File: src/case_insensitive_last_match_search_macros.svh
// assertion macros shared by the search block
`ifndef CASE_INSENSITIVE_LAST_MATCH_SEARCH_MACROS_SVH
`define CASE_INSENSITIVE_LAST_MATCH_SEARCH_MACROS_SVH

// checked on every clock, skipped while reset is high
`define CLMS_ASSERT(lbl, prop, msg) \
  lbl: assert property (@(posedge clk) disable iff (rst) prop) \
    else $error(msg);

// checked on every clock, including reset cycles
`define CLMS_ASSERT_ALWAYS(lbl, prop, msg) \
  lbl: assert property (@(posedge clk) prop) \
    else $error(msg);

`endif

File: src/clms_pkg.sv
// types, constants and helpers for the case-insensitive last match search
package clms_pkg;

  localparam int CLMS_MAX_NEEDLE = 8;
  localparam int CLMS_POS_BITS   = 16;
  localparam int CHAR_W          = 8;
  localparam int LEN_W           = 4;
  localparam int NEEDLE_W        = 64;
  localparam int NEEDLE_BYTES    = NEEDLE_W / CHAR_W;
  localparam int NB_IDX_W        = $clog2(NEEDLE_BYTES);
  localparam int START_W         = 16;
  localparam int CFG_IDX_W       = 1;
  localparam int CFG_DATA_W      = 64;

  typedef logic [CHAR_W-1:0] char_t;

  localparam char_t CHAR_UPPER_A = 8'h41;
  localparam char_t CHAR_UPPER_Z = 8'h5A;
  localparam char_t CASE_OFFSET  = 8'h20;

  typedef enum logic [CFG_IDX_W-1:0] {
    CFG_NEEDLE_LEN   = 1'b0,
    CFG_NEEDLE_CHARS = 1'b1
  } cfg_reg_t;

  // folded byte waiting in the input register
  typedef struct packed {
    logic  valid;
    char_t ch;
    logic  last;
  } stage_t;

  typedef struct packed {
    logic               found;
    logic [START_W-1:0] match_start;
    logic               overflow;
  } result_t;

  // ascii upper case to lower case, other bytes untouched
  function automatic char_t fold_char(input char_t c);
    char_t r;
    r = c;
    if (c >= CHAR_UPPER_A && c <= CHAR_UPPER_Z) begin
      r = c + CASE_OFFSET;
    end
    return r;
  endfunction

endpackage

File: src/clms_hay_if.sv
// haystack byte channel
interface clms_hay_if;
  import clms_pkg::*;

  logic  valid;
  logic  ready;
  char_t hay_char;
  logic  is_last;

  modport source (output valid, hay_char, is_last, input ready);
  modport sink (input valid, hay_char, is_last, output ready);
endinterface

File: src/clms_res_if.sv
// search result channel
interface clms_res_if;
  import clms_pkg::*;

  logic               valid;
  logic               ready;
  logic               found;
  logic [START_W-1:0] match_start;
  logic               overflow;

  modport source (output valid, found, match_start, overflow, input ready);
  modport sink (input valid, found, match_start, overflow, output ready);
endinterface

File: src/clms_in_stage.sv
// input register: takes a haystack byte and holds it case-folded
module clms_in_stage (
  input  logic            clk,
  input  logic            rst,
  input  logic            in_valid,
  input  clms_pkg::char_t in_char,
  input  logic            in_last,
  input  logic            adv,
  output logic            in_ready,
  output clms_pkg::stage_t stage
);
  import clms_pkg::*;

  logic  stage_valid;
  char_t stage_ch;
  logic  stage_last;

  assign in_ready = !stage_valid || adv;
  assign stage    = '{valid: stage_valid, ch: stage_ch, last: stage_last};

  always_ff @(posedge clk) begin
    if (rst) begin
      stage_valid <= 1'b0;
    end else if (in_ready) begin
      stage_valid <= in_valid;
    end
  end

  always_ff @(posedge clk) begin
    if (in_ready && in_valid) begin
      stage_ch   <= fold_char(in_char);
      stage_last <= in_last;
    end
  end
endmodule

File: src/clms_match.sv
// window, position counter and needle compare for one byte per clock while adv is high
module clms_match #(
  parameter int MAX_NEEDLE = clms_pkg::CLMS_MAX_NEEDLE,
  parameter int POS_BITS   = clms_pkg::CLMS_POS_BITS
) (
  input  logic                            clk,
  input  logic                            rst,
  input  clms_pkg::stage_t                stage,
  input  logic                            adv,
  input  logic [clms_pkg::LEN_W-1:0]      needle_len,
  input  logic [clms_pkg::NEEDLE_W-1:0]   needle_chars,
  output clms_pkg::result_t               result
);
  import clms_pkg::*;

  char_t               window [MAX_NEEDLE];
  char_t               win_next [MAX_NEEDLE];
  char_t               needle_bytes [NEEDLE_BYTES];
  logic [POS_BITS-1:0] position;
  logic                pos_full;
  logic [POS_BITS-1:0] last_start;
  logic                seen_match;
  logic                pos_overflow;

  logic [POS_BITS-1:0]         idx;
  logic [LEN_W-1:0]            len_m1;
  logic [POS_BITS-1:0]         len_m1_ext;
  logic                        len_ok;
  logic                        count_ok;
  logic [MAX_NEEDLE-1:0]       hit;
  logic                        match_now;
  logic [POS_BITS-1:0]         start_now;
  logic [POS_BITS-1:0]         start_sel;
  logic [POS_BITS+START_W-1:0] start_wide;

  // saturated index of the byte in the input register
  assign idx        = pos_full ? '1 : position;
  assign len_m1     = needle_len - LEN_W'(1);
  assign len_m1_ext = {{(POS_BITS-LEN_W){1'b0}}, len_m1};
  assign len_ok     = (needle_len != '0) && (needle_len <= LEN_W'(MAX_NEEDLE));
  assign count_ok   = idx >= len_m1_ext;

  always_comb begin
    for (int b = 0; b < NEEDLE_BYTES; b++) begin
      needle_bytes[b] = needle_chars[b*CHAR_W +: CHAR_W];
    end
  end

  always_comb begin
    win_next[0] = stage.ch;
    for (int i = 1; i < MAX_NEEDLE; i++) begin
      win_next[i] = window[i-1];
    end
  end

  // window slot i holds the needle byte len-1-i when the tail matches
  always_comb begin
    logic [LEN_W-1:0] k;
    for (int i = 0; i < MAX_NEEDLE; i++) begin
      k      = len_m1 - LEN_W'(i);
      hit[i] = (LEN_W'(i) >= needle_len) ||
               (win_next[i] == fold_char(needle_bytes[k[NB_IDX_W-1:0]]));
    end
  end

  assign match_now  = len_ok && count_ok && (&hit);
  assign start_now  = idx - len_m1_ext;
  assign start_sel  = match_now ? start_now : last_start;
  assign start_wide = {{START_W{1'b0}}, start_sel};

  always_comb begin
    result.found       = seen_match || match_now;
    result.match_start = result.found ? start_wide[START_W-1:0] : '0;
    result.overflow    = pos_overflow || pos_full;
  end

  always_ff @(posedge clk) begin
    if (adv) begin
      window <= win_next;
      if (match_now) begin
        last_start <= start_now;
      end
    end
  end

  always_ff @(posedge clk) begin
    if (rst || (adv && stage.last)) begin
      position     <= '0;
      pos_full     <= 1'b0;
      seen_match   <= 1'b0;
      pos_overflow <= 1'b0;
    end else if (adv) begin
      if (match_now) begin
        seen_match <= 1'b1;
      end
      if (pos_full) begin
        pos_overflow <= 1'b1;
      end else if (position == '1) begin
        pos_full <= 1'b1;
      end else begin
        position <= position + POS_BITS'(1);
      end
    end
  end
endmodule

File: src/case_insensitive_last_match_search.sv
// top level of the case-insensitive last match search
// Streams a haystack one byte per request and reports the rightmost
// case-insensitive occurrence of a needle of up to MAX_NEEDLE bytes. Program
// needle_len (index 0) and needle_chars (index 1, first character in the low
// byte) while no haystack is in flight. Every haystack byte is folded to lower
// case in the input register; there the window shift, needle compare and
// position update happen together, so one byte is taken every clock unless
// a last byte is held back; the result register loads as it moves on. The
// window/compare/counter update loop is what sets that rate. The last byte
// of a haystack waits in the input register only while the result register
// is still full. An empty needle, a length above MAX_NEEDLE or a haystack
// shorter than the needle reports not found; overflow marks a haystack longer
// than 2^POS_BITS bytes, after which the position sticks at its top value.
`include "case_insensitive_last_match_search_macros.svh"

module case_insensitive_last_match_search #(
  parameter int MAX_NEEDLE = clms_pkg::CLMS_MAX_NEEDLE,
  parameter int POS_BITS   = clms_pkg::CLMS_POS_BITS
) (
  input  logic                              clk,
  input  logic                              rst,
  input  logic                              cfg_we,
  input  logic [clms_pkg::CFG_IDX_W-1:0]    cfg_index,
  input  logic [clms_pkg::CFG_DATA_W-1:0]   cfg_data,
  clms_hay_if.sink                          hay,
  clms_res_if.source                        res
);
  import clms_pkg::*;

  // configuration registers
  logic [LEN_W-1:0]    needle_len;
  logic [NEEDLE_W-1:0] needle_chars;

  stage_t  stage;
  result_t result;
  logic    adv;

  // result register
  logic    res_valid;
  result_t res_data;

  always_ff @(posedge clk) begin
    if (rst) begin
      needle_len   <= '0;
      needle_chars <= '0;
    end else if (cfg_we) begin
      unique case (cfg_reg_t'(cfg_index))
        CFG_NEEDLE_LEN:   needle_len   <= cfg_data[LEN_W-1:0];
        CFG_NEEDLE_CHARS: needle_chars <= cfg_data[NEEDLE_W-1:0];
        default:          ;
      endcase
    end
  end

  // a byte moves on unless it ends a haystack and the result slot is busy
  assign adv = stage.valid && (!stage.last || !res_valid || res.ready);

  clms_in_stage u_in (
    .clk      (clk),
    .rst      (rst),
    .in_valid (hay.valid),
    .in_char  (hay.hay_char),
    .in_last  (hay.is_last),
    .adv      (adv),
    .in_ready (hay.ready),
    .stage    (stage)
  );

  clms_match #(
    .MAX_NEEDLE (MAX_NEEDLE),
    .POS_BITS   (POS_BITS)
  ) u_match (
    .clk          (clk),
    .rst          (rst),
    .stage        (stage),
    .adv          (adv),
    .needle_len   (needle_len),
    .needle_chars (needle_chars),
    .result       (result)
  );

  // result slot fills on the last byte and empties when taken
  always_ff @(posedge clk) begin
    if (rst) begin
      res_valid <= 1'b0;
    end else if (adv && stage.last) begin
      res_valid <= 1'b1;
    end else if (res.ready) begin
      res_valid <= 1'b0;
    end
  end

  always_ff @(posedge clk) begin
    if (adv && stage.last) begin
      res_data <= result;
    end
  end

  assign res.valid       = res_valid;
  assign res.found       = res_data.found;
  assign res.match_start = res_data.match_start;
  assign res.overflow    = res_data.overflow;

  `CLMS_ASSERT(a_start_zero_unfound, res.valid && !res.found |-> res.match_start == '0, "match start set without a match")
  `CLMS_ASSERT(a_last_gives_result, adv && stage.last |=> res.valid, "last byte did not load a result")
  `CLMS_ASSERT(a_full_slot_blocks, stage.valid && stage.last && res.valid && !res.ready |-> !hay.ready, "input taken while last byte is stalled")
  `CLMS_ASSERT_ALWAYS(a_reset_empty, $past(rst) |-> !res.valid && !stage.valid, "pipeline not empty after reset")
endmodule
File: src/flat_wrapper.sv
// flat-port wrapper written by rule: the top's interface ports become plain ports
module case_insensitive_last_match_search_flat import clms_pkg::*;
#(
  parameter int MAX_NEEDLE = clms_pkg::CLMS_MAX_NEEDLE,
  parameter int POS_BITS   = clms_pkg::CLMS_POS_BITS
)
  (clk, rst, cfg_we, cfg_index, cfg_data, hay_valid, hay_hay_char, hay_is_last, hay_ready, res_valid, res_found, res_match_start, res_overflow, res_ready);
  clms_hay_if hay_i ();
  clms_res_if res_i ();
  input  logic clk;
  input  logic rst;
  input  logic cfg_we;
  input  logic [clms_pkg::CFG_IDX_W-1:0] cfg_index;
  input  logic [clms_pkg::CFG_DATA_W-1:0] cfg_data;
  input wire logic [$bits(hay_i.valid)-1:0] hay_valid;
  input wire logic [$bits(hay_i.hay_char)-1:0] hay_hay_char;
  input wire logic [$bits(hay_i.is_last)-1:0] hay_is_last;
  output wire logic [$bits(hay_i.ready)-1:0] hay_ready;
  output wire logic [$bits(res_i.valid)-1:0] res_valid;
  output wire logic [$bits(res_i.found)-1:0] res_found;
  output wire logic [$bits(res_i.match_start)-1:0] res_match_start;
  output wire logic [$bits(res_i.overflow)-1:0] res_overflow;
  input wire logic [$bits(res_i.ready)-1:0] res_ready;
  assign hay_i.valid = hay_valid;
  assign hay_i.hay_char = hay_hay_char;
  assign hay_i.is_last = hay_is_last;
  assign hay_ready = hay_i.ready;
  assign res_valid = res_i.valid;
  assign res_found = res_i.found;
  assign res_match_start = res_i.match_start;
  assign res_overflow = res_i.overflow;
  assign res_i.ready = res_ready;
  case_insensitive_last_match_search #(.MAX_NEEDLE(MAX_NEEDLE), .POS_BITS(POS_BITS)) u_core (.clk(clk), .rst(rst), .cfg_we(cfg_we), .cfg_index(cfg_index), .cfg_data(cfg_data), .hay(hay_i), .res(res_i));
endmodule
File: config.mk
export PLATFORM = sky130hd
export DESIGN_NAME = case_insensitive_last_match_search_flat
export DESIGN_NICKNAME = d
export VERILOG_FILES = /design/src/clms_pkg.sv /design/src/clms_hay_if.sv /design/src/clms_res_if.sv /design/src/clms_in_stage.sv /design/src/clms_match.sv /design/src/case_insensitive_last_match_search.sv /design/src/flat_wrapper.sv
export VERILOG_INCLUDE_DIRS = /design/src /design/src/src
export SDC_FILE = /design/constraint.sdc
export NUM_CORES = 1
export LEC_CHECK = 0
export ABC_CLOCK_PERIOD_IN_PS = 5400
export BUFFER_PORTS_ARGS = -buffer_cell sky130_fd_sc_hd__buf_2
export CORE_UTILIZATION = 55
export DETAILED_ROUTE_END_ITERATION = 8
export PLACE_DENSITY = 0.77
export SYNTH_ARGS = -nofsm -noshare
export SYNTH_HDL_FRONTEND = slang
export SYNTH_SLANG_ARGS = --single-unit
File: constraint.sdc
create_clock -name clk -period 5.4 [get_ports clk]
set_input_delay 0.81 -clock clk [delete_from_list [all_inputs] [get_ports clk]]
set_output_delay 0.81 -clock clk [all_outputs]
set_load 0.02 [all_outputs]
* Yosys cells after proc, flatten, opt, wreduce, memory -nomap -nowiden *
Index checks and enable logic that the tools add are counted.

storage, ports and cells
  output and inout port bits = 20
  word-level logic and storage cells = 175
  bits in registers = 188
  input bits = 79

cells by class
  add/sub/neg operators = 19
  reductions and logical operators = 40
  equality and inequality tests = 9
  order comparisons = 36
  bitwise logic cells = 11
  multiplexer cells = 39

operators by type and width
  cell                   count
  $mux 8                 25
  $bmux 8 s3             8
  $add 8x6->8 const B    9
  $ge 8x7->1 const B     9
  $le 8x7->1 const B     9
  $eq 8x8->1             8
  $ge 4x4->1 const B     8
  $mux 16                2
  $not 3->4              8
  $add 16x1->16 const B  1
  $eq 16x16->1 const B   1
  $ge 16x4->1            1
  $ge 3x4->1 const A     4
  $sub 16x4->16          1
  $logic_and 1x1->1      15
  $logic_or 1x1->1       14
  $sub 3x3->3 const B    4
  $ge 1x4->1 const A     2
  $ge 2x4->1 const A     2
  $reduce_and 2->1       4
  $reduce_and 8->1       1
  $sub 3x2->3 const B    2
  $le 4x4->1 const B     1
  $mux 1                 4
  other kinds (7)        11

* Logic depth before layout (Yosys ltp) *
  word-level depth = 14
  depth in mapped cells = 25
  mapped depth without buffers = 15

* By module *
Synthesis repeated with hierarchy kept, for this count alone.

unflattened totals
  cells, all modules = 1263
  area total of the unflattened synthesis = 13629.3 µm²

modules (own cells, without submodules)
  module                              times used  cells each  area each (µm²)
  clms_match                          1           905         9701.8
  case_insensitive_last_match_search  1           331         3518.4
  clms_in_stage                       1           27          409.1

* Worst setup path before layout *
Ideal clock, no wire load.

  kind = register to register
  from = reg u_core.needle_len[0]
  to = reg u_core.res_data, in the netlist u_core.res.match_start[12] (data pin)
  library setup time = 0.260 ns
  clock period less this slack = 5.559 ns
  cell stages (with the launch flop) = 26
  required time = 5.140 ns
  data arrival time = 5.299 ns
  path slack = -0.159 ns
  path through = dfxtp_1 buf_4 buf_6 buf_6 clkinv_1 buf_2 buf_2 ha_1 buf_4 buf_2 buf_2 buf_2 mux2i_1 mux2i_1 nand2_1 nand2_1 ha_1 xnor3_1 nor2_1 nand4_1 a2111oi_4 a41oi_1 a2111oi_4 nand4_4 buf_6 mux2_4

between the ends
  longest elaborated chain between the ends = 14

ends and longest elaborated chain
  element                                      RTL line                                  source
  from (decl)                                  case_insensitive_last_match_search.sv:31  logic [LEN_W-1:0] needle_len;
  from (signal assigned)                       case_insensitive_last_match_search.sv:48  CFG_NEEDLE_LEN: needle_len <= cfg_data[LEN_W-1:0];
  $sub 4x1->4                                  clms_match.sv:38                          assign len_m1 = needle_len - LEN_W'(1);
  $sub 3x1->3, or another cell as far along    clms_match.sv:60                          k = len_m1 - LEN_W'(i);
  $not 3->4 (implied by the code)              clms_match.sv:62                          (win_next[i] == fold_char(needle_bytes[k[NB_IDX_W-1:0]]));
  $bmux 8 s3                                   clms_match.sv:62
  $mux 8 (implied by the code) (2 in a row)    clms_match.sv:62
  $ge 8x7->1 or $le 8x7->1 (tied branches)     clms_pkg.sv:43                            if (c >= CHAR_UPPER_A && c <= CHAR_UPPER_Z) begin
  $logic_and 1x1->1                            clms_pkg.sv:43
  $mux 8                                       clms_pkg.sv:43
  $eq 8x8->1                                   clms_match.sv:62
  $logic_or 1x1->1                             clms_match.sv:61                          hit[i] = (LEN_W'(i) >= needle_len) ||
  $reduce_and 8->1                             clms_match.sv:66                          assign match_now = len_ok && count_ok && (&hit);
  $logic_and 1x1->1                            clms_match.sv:66
  $mux 16 or $logic_or 1x1->1 (tied branches)  --
  to (signal assigned)                         case_insensitive_last_match_search.sv:95  res_data <= result;
  to (decl)                                    case_insensitive_last_match_search.sv:40  result_t res_data;

Several ways; a longest one is shown, not always the timed one. The select of a mux whose other input is x is not followed.
A chain may end at the register's enable or synchronous reset.

* Worst setup path after layout *
  from = reg u_core.needle_len[1]
  to = reg u_core.u_match.last_start[3] (data pin)

between the ends
  longest elaborated chain between the ends = 14

ends and longest elaborated chain
  element                                    RTL line          source
  $sub 4x1->4                                clms_match.sv:38
  $sub 3x1->3, or another cell as far along  --
  $not 3->4                                  --
  $bmux 8 s3                                 --
  $mux 8 (2 in a row)                        --
  $ge 8x7->1 or $le 8x7->1 (tied branches)   --
  $logic_and 1x1->1                          --
  $mux 8                                     --
  $eq 8x8->1                                 --
  $logic_or 1x1->1                           --
  $reduce_and 8->1                           --
  $logic_and 1x1->1                          --
  $mux 16 *                                  --
  net u_core.u_match.start_sel[3]            clms_match.sv:33  logic [POS_BITS-1:0] start_sel;
  to (signal assigned)                       clms_match.sv:81  last_start <= start_now;
  to (decl)                                  clms_match.sv:21  logic [POS_BITS-1:0] last_start;

The timed path passes the listed nets; every way through them passes the cells marked *. The select of a mux whose other input is x is not followed.

==> summary.txt <==
Routing
  – Routed WL: 33200 µm
  – Wire length per cell: 21.2 µm
  – Via-per-instance ratio: 6.30
  – DR iter-0 viols: 1151
  – Detailed-route via count: 9880
  – Drt first pass iters: 7
  – DRC viols: 0
  – Routed Antenna Nets: 0

GRT
  – First-pass GRT wire length: roughly 51000 µm
  – Via count of the first global-routing pass: 9191
  – Antenna violations before repair: 0
  – Total global routing track utilization: between 30 and 40%
  – Largest net degree at the start of global routing: 72
  – Gr ovfl total: 0

Critical path
  – CP endpoint kind: flop
  – Worst reg-to-reg path cell count: 16
  – CP Class: flop to flop
  – CP arrival: 5.34 ns
  – Worst-path maximum fanout: 34
  – WP data required: 5.60 ns
  – Worst R2R Setup Slack: 0.26 ns
  – Critical R2R Launch: u_core.needle_len[1]$_SDFFE_PP0P_
  – Reg-to-Reg End: u_core.u_match.last_start[3]$_DFFE_PP_
  – CP Launch Type: flop

CTS
  – Root Buffer: clkbuf_16
  – H-tree depth: 4
  – Worst-Skew Late Latency: 0.45 ns
  – Sink Count: 188
  – Clk slew on worst S/H paths: ~0.07 ns
  – CTS tree: yes
  – Max clock buf depth: 2
  – Hold Buf Count CTS: 0
  – Post-CTS Setup Bufs: 0
  – CTS resizes: 0
  – CTS buffer count: 17

Synthesis
  – Number of flops mapped to enable cells by yosys: 99
  – Synth warn: 0
  – Count leader, synth: nand2_1
  – Gate count of the mapped netlist: between 1000 and 1500
  – Asr flop ratio synth: 0%
  – Dominant synthesized flop cell: edfxtp_1
  – Syn_area_per_cell: around 10 µm²
  – Top cell type's share of synthesized area: 24.1%
  – Synth area leader: edfxtp_1
  – Post-synth top cells: nand2_1, mux2i_1, a21oi_1, edfxtp_1, dfxtp_1
  – Net Count, Synth: ~1300
  – Ranking of synthesized cells by area: edfxtp_1, dfxtp_1, mux4_2
  – Synthesized cell area: 12300 µm²
  – Post-synthesis cell type count: 72
  – Synthesized flop and latch total: 188
  – Seq/Total Area, Yosys: between 30% and 40%

Timing
  – Final worst-path cycle share: 95.3%
  – Worst-Margin Slew: 1.05 ns
  – Final setup fails: 0
  – Final Critical Period: a little over 5 ns
  – Final slew viol count: 0
  – Clock Skews: 0.0118 ns
  – Max Freq: 194 MHz
  – RSZ-0062 raised after global routing: false
  – Final Hold Viols: 0
  – Fin Hold WS: 0.470 ns
  – Relative slew slack: 30.0%
  – Setup TNS: 0 ns

Power
  – VDD IR max: 0.245 mV
  – PnR Total Power: 3.62 mW
  – Sw power: 1.11 mW
  – Leak Pwr: 5.24 nW
  – Clock power share: a little over a third
  – Sequential share of power: ~45%
  – Power density over the cells: about 270 nW/µm²
  – Pint: 2.52 mW
  – Logic pwr share: between 20% and 30%
  – Switching part of the total: 30.6%

Floorplan
  – Initial Util: 56.2%
  – Die width: 152 µm
  – Core ar.: 21900 µm²
  – Die Span Y: 152 µm
  – Io pins: 99
  – Core Rows: 54
  – Die area: ~23000 µm²

Placed design
  – Placed inst area: 13000 µm²
  – Buffers on Ports: 98
  – Placer Congestion: 1.01
  – Sum of net half-perimeters after detailed placement: around 25000 µm

Worst hold path
  – Worst Hold Class: flop to flop
  – Hold Path Sink: u_core.u_match.pos_overflow$_SDFFE_PP0P_
  – Hold depth: 2
  – HP Start: u_core.u_match.pos_overflow$_SDFFE_PP0P_

Layout
  – Area grow syn2layout: 10.3%
  – # diodes: 0
  – Ratio of cells with drive above 1 in the final layout: ~20%
  – Nets: 1372
  – Final Instance Area: 13600 µm²
  – Fin util: roughly 62%

Run
  – Max Cap Viol: 0

Status
  – Outcome: completed
-- registers in the layout, indices dropped and copies added (netlist names) --
name / flops
u_core.u_match.seen_match: 1
u_core.needle_chars: 64
u_core.u_in.stage_last: 1
u_core.u_match.position: 16
u_core.u_match.pos_overflow: 1
u_core.res.valid: 1
u_core.u_match.last_start: 16
u_core.res.match_start: 16
u_core.u_match.pos_full: 1
u_core.res.found: 1
u_core.res.overflow: 1
u_core.needle_len: 4
u_core.u_in.stage_valid: 1
u_core.u_match.win_next: 56
u_core.u_in.stage_ch: 8
-- area by class of cell --
| type | count | area [µm²] |
|---|---|---|
| Clock buffer | 19 | 433 |
| Inverter | 33 | 125 |
| Sequential cell | 188 | 4760 |
| Clock inverter | 13 | 144 |
| Tap cell | 280 | 350 |
| Timing Repair Buffer | 119 | 661 |
| Fill cell | 1821 | 8320 |
| Multi-Input combinational cell | 916 | 7100 |
-- metrics by stage --
stage               cells  worst slack [ns]
floorplan            1209           0.00979
global placement     1536             0.494
detailed placement   1536             0.347
CTS                  1568             0.320
global route         1568            0.0522
finish               1568             0.256
-- worst max path at each step --
stage | from | slack, ns | endpoint | cells past startpoint
3_5_place_dp | u_core.needle_len[1]$_SDFFE_PP0P_ | 0.35 | u_core.u_match.last_start[6]$_DFFE_PP_ | 16
3_3_place_gp | u_core.needle_len[1]$_SDFFE_PP0P_ | 0.49 | u_core.res.match_start[6]$_SDFFCE_PN0P_ | 16
4_1_cts | u_core.needle_len[1]$_SDFFE_PP0P_ | 0.32 | u_core.u_match.last_start[5]$_DFFE_PP_ | 16
2_1_floorplan | u_core.needle_len[0]$_SDFFE_PP0P_ | 0.01 | u_core.res.match_start[12]$_SDFFCE_PN0P_ | 23
6_report | u_core.needle_len[1]$_SDFFE_PP0P_ | 0.26 | u_core.u_match.last_start[3]$_DFFE_PP_ | 16
5_1_grt | u_core.needle_len[1]$_SDFFE_PP0P_ | 0.05 | u_core.u_match.last_start[2]$_DFFE_PP_ | 16
-- power groups by stage --
stage	Clock, mW	Sequential, mW	Combinational, mW
2_1_floorplan	0	1.64	0.543
3_3_place_gp	0	1.66	0.697
3_5_place_dp	0	1.66	0.712
4_1_cts	1.26	1.63	0.717
5_1_grt	1.31	1.64	0.785
6_report	1.26	1.64	0.728
-- critical path: stages, from the launching register on --
cell,delay [ns]
dfxtp_1,0.38
inv_1,0.12
ha_4,0.58
buf_4,0.32
mux4_2,0.54
nand2_1,0.09
nand2_1,0.13
ha_1,0.21
xnor3_1,0.36
nor2_1,0.11
nand4_1,0.16
a2111oi_4,0.39
a41oi_2,0.19
a2111oi_4,0.46
nand4_4,0.13
buf_4,0.33
mux2_4,0.36
-- cells in the final DEF (no fill, tap or decap), types with 6 or more instances in the layout --
master	count
a211oi_1	9
a21oi_1	99
and2_1	8
and3_1	7
buf_2	98
buf_4	20
clkbuf_16	17
dfxtp_1	88
edfxtp_1	99
ha_1	16
inv_1	30
mux2_2	17
mux2_4	8
mux2i_1	111
mux4_2	64
nand2_1	190
nand3_1	27
nand4_1	7
nor2_1	87
nor2b_1	8
nor3_1	35
nor4_1	10
o21ai_0	17
o22ai_1	6
or2_2	6
or3_1	6
or4_1	6
xnor2_1	47
xor2_1	46
-- kinds of logic (layout without fill, tap and decap cells) --
group	Yosys count	count (layout)	share of synthesized area (%)
XOR/XNOR	100	100	7.69
flip-flops	188	188	38.6
adder cells (fa/ha/maj)	19	19	1.97
multiplexers	200	200	23.3
AND/OR/NAND/NOR	415	415	15.2
AO/OA/AOI/OAI	182	182	9.28
buffers and inverters	105	184	3.98
-- metal layers --
layer | part of all wire, % | vias up | global-route usage, %
li1 | - | 4545 | -
met1 | 43 | 4752 | 43.8
met2 | 44 | 509 | 44.3
met3 | 9.6 | 74 | 5.87
met4 | 3.2 | 0 | 11.1
met5 | 0 | - | 0
Power figures use the tool's default switching activity.
